$ cat src/rtl/core/mm4_ram.sv
// ============================================================================
// mm4_ram
// Generic single-write, single-read synchronous RAM with registered read.
// ============================================================================

module mm4_ram #(
    parameter int WIDTH = 32,
    parameter int DEPTH = 4
)
(
    input  logic                     clk,
    input  logic                     wr_en,
    input  logic [$clog2(DEPTH)-1:0] wr_addr,
    input  logic [WIDTH-1:0]         wr_data,
    input  logic                     rd_en,
    input  logic [$clog2(DEPTH)-1:0] rd_addr,
    output logic [WIDTH-1:0]         rd_data
);

    logic [WIDTH-1:0] mem_reg [DEPTH];
    logic [WIDTH-1:0] rd_data_reg;

    // Write port and registered read port; the read data holds while disabled.
    always_ff @(posedge clk)
    begin
        if (wr_en)
        begin
            mem_reg[wr_addr] <= wr_data;
        end
        if (rd_en)
        begin
            rd_data_reg <= mem_reg[rd_addr];
        end
    end

    assign rd_data = rd_data_reg;

endmodule : mm4_ram

$ cat config.mk
export PLATFORM = sky130hd
export DESIGN_NAME = mm4_ram
export DESIGN_NICKNAME = d
export VERILOG_FILES = /design/src/rtl/core/mm4_ram.sv
export SDC_FILE = /design/constraint.sdc
export NUM_CORES = 1
export LEC_CHECK = 0
export BUFFER_PORTS_ARGS = -buffer_cell sky130_fd_sc_hd__buf_2
export CAP_MARGIN = 10
export CORE_MARGIN = 2
export CORE_UTILIZATION = 35
export DETAILED_ROUTE_END_ITERATION = 8
export GPL_ROUTABILITY_DRIVEN = 1
export PLACE_DENSITY = 0.53
export REMOVE_ABC_BUFFERS = 1
export SYNTH_ARGS = -nofsm -noshare
export SYNTH_HDL_FRONTEND = slang
export SYNTH_SLANG_ARGS = --single-unit
$ cat constraint.sdc
create_clock -name clk -period 4.4 [get_ports clk]
set_input_delay 0.44 -clock clk [delete_from_list [all_inputs] [get_ports clk]]
set_output_delay 0.44 -clock clk [all_outputs]
set_load 0.01 [all_outputs]
==> results.sh <==
export IMPL_r2r_start="mem_reg[3][14]"
export IMPL_vias=2333
export IMPL_min_period_over_period_pct=40.7
export IMPL_grt_pass1_vias=2524
export IMPL_p_per_area_nw_per_um2=472
export IMPL_synth_seq_area_share_pct=85.0
export IMPL_min_to="mem_reg[1][4]"
export IMPL_fp_dieH_um=131
export IMPL_ios=71
export IMPL_met2_usage_pct=20.4
export IMPL_critPathArrivalTime_ns=1.93
export IMPL_ys_ff_latch=160
export IMPL_synthMuxAreaShare_pct=12.9
export IMPL_r2r_end="rd_data[14]"
export IMPL_ff2ff_path_depth=1
export IMPL_cts_made_buffers=17
export IMPL_clk_insertion_delay_late_ns=0.41
export IMPL_grt_pass1_wl_um=14300
export IMPL_tns_ns=0
export IMPL_worst_setup_path_type="primary input to flip-flop"
export IMPL_largest_register_ffs=128
export IMPL_drt_iter0_markers=171
export IMPL_die_x_um=131
export IMPL_place_congestion=0.626
export IMPL_core_um2=15800
export IMPL_status="finished, final reports clean"
export IMPL_dr_pass1_iters=4
export IMPL_synthAdderAreaFrac_pct=0
export IMPL_wl_per_cell_um=18.7
export IMPL_ys_types=9
export IMPL_path_max_fanout=19
export IMPL_cts_hold_repair_buffers=0
export IMPL_avgSynthCellArea_um2=27.8
export IMPL_skew_ns=0.00581
export IMPL_viasPerCell=4.56
export IMPL_syn_inst=203
export IMPL_met3_usage_pct=4.63
export IMPL_end_kind="flip-flop"
export IMPL_grt_ovfl_total=0
export IMPL_rrSetupSlack_ns=3.27
export IMPL_n_antenna_cell=0
export IMPL_whs_ns=0.246
export IMPL_holdPathStages=1
export IMPL_antenna_found_initial=1
export IMPL_synthSimpleGateAreaFrac_pct=0.554
export IMPL_synth_top_family_by_area="multiplexers"
export IMPL_min_delay_path_class="primary input to flip-flop"
export IMPL_die_area_um2=17200
export IMPL_cts_tree="done"
export IMPL_grt_setup_unrepaired="no"
export IMPL_finalSetupViolCount=0
export IMPL_cts_root_buffer="clkbuf_16"
export IMPL_hold_viol_final=0
export IMPL_cts_resized=0
export IMPL_leakagePower_uw=0.00223
export IMPL_io_buffers=70
export IMPL_ant_nets=0
export IMPL_remaining_drc_errors=0
export IMPL_tightest_slew_ns=0.910
export IMPL_period_needed_ns=1.79
export IMPL_synth_compound_area_share_pct=0
export IMPL_clk_pin_slew_ns=0.06
export IMPL_layout_drive_gt1_share_pct=41.6
export IMPL_h_tree_depth=4
export IMPL_grt_busiest_layer="met2"
export IMPL_cp_start_kind="primary input"
export IMPL_met1_usage_pct=14.1
export IMPL_cts_sinks=160
export IMPL_cts_buffer_depth=2
export IMPL_totalWireLength_um=9580
export IMPL_worstHoldStart="wr_data[4]"
export IMPL_slew_violations=0
export IMPL_crit_required_ns=4.54
export IMPL_initial_core_util_pct=35.7
export IMPL_max_freq_mhz=558
export IMPL_postCtsSetupBuffers=0
export IMPL_syn_area_um2=5650
export IMPL_final_nets=326
export IMPL_worst_ir_drop_vdd_v=0.000268
export IMPL_grt_max_degree=33
export IMPL_area_growth_pct=18.1
export IMPL_max_slew_margin_pct=39.3
export IMPL_synthXorXnorAreaFrac_pct=0
export IMPL_fp_row_count=46
export IMPL_yosysWarnings=0
export IMPL_track_usage_pct=12.1
export IMPL_maxCapViolCount=0
-- cells in the mapped netlist --
master	instances	area (um^2)
buf_2	3	15.0
and3_1	1	6.26
buf_6	1	11.3
and3b_1	2	17.5
mux4_2	30	676
buf_12	3	60.1
edfxtp_1	160	4800
mux4_1	2	52.6
nor3b_1	1	7.51
-- area by class of cell --
type	instances	area, um^2
timing repair buffer	72	365
fill	1391	9150
tap	216	270
clock inverter	5	18.8
sequential	160	4800
multi-input combinational	36	768
clock buffer	23	448
-- layout by cell type, fill, tap and decap left out --
cell / n
buf_2: 70
mux4_1: 2
edfxtp_1: 160
clkbuf_16: 17
nor3b_2: 1
mux4_2: 30
clkbuf_1: 6
clkinv_1: 5
buf_4: 2
and3b_2: 2
and3_2: 1
-- cell families (layout without fill, tap and decap cells) --
| kind of cell | after synthesis | in the layout |
|---|---|---|
| muxes | 32 | 32 |
| DFF | 160 | 160 |
| and+or+nand+nor | 4 | 4 |
| buffers and inverters | 7 | 100 |
-- power by group --
part           internal [uW]  switching (uW)  total (uW)
sequential              1770            19.3        1790
clock                    697             502        1200
combinational           71.7            86.1         158
-- metal layers --
metal,up-vias,wire length (um)
li1,1045,-
met5,-,11
met4,2,121
met3,13,544
met2,66,4930
met1,1207,3970
-- worst max-delay path, stage by stage --
cell and delay [ns]:
buf_2 0.41, buf_4 0.47, mux4_1 0.61
-- how the worst max path moves through the flow --
stage	start	to	slack (ns)
2_1_floorplan	wr_addr[1]	mem_reg[0][0]	1.09
3_3_place_gp	rd_addr[0]	rd_data[31]	2.12
3_5_place_dp	rd_addr[0]	rd_data[0]	2.10
4_1_cts	rd_addr[0]	rd_data[0]	2.54
5_1_grt	rd_addr[0]	rd_data[0]	2.47
6_report	rd_addr[0]	rd_data[0]	2.61
-- through the flow --
step           instances  utilization, %  total power (uW)  area (um^2)  setup WS (ns)
5_1_grt              512            42.2              3270         6680           2.47
3_5_place_dp         484            39.2              1990         6210           2.10
2_1_floorplan        196               -              1890         5560           1.09
6_report             512            42.2              3150         6680           2.61
4_1_cts              512            42.2              3190         6680           2.54
3_3_place_gp         484            39.2              1980         6210           2.12
No activity file was read; power rests on OpenSTA's default activity.
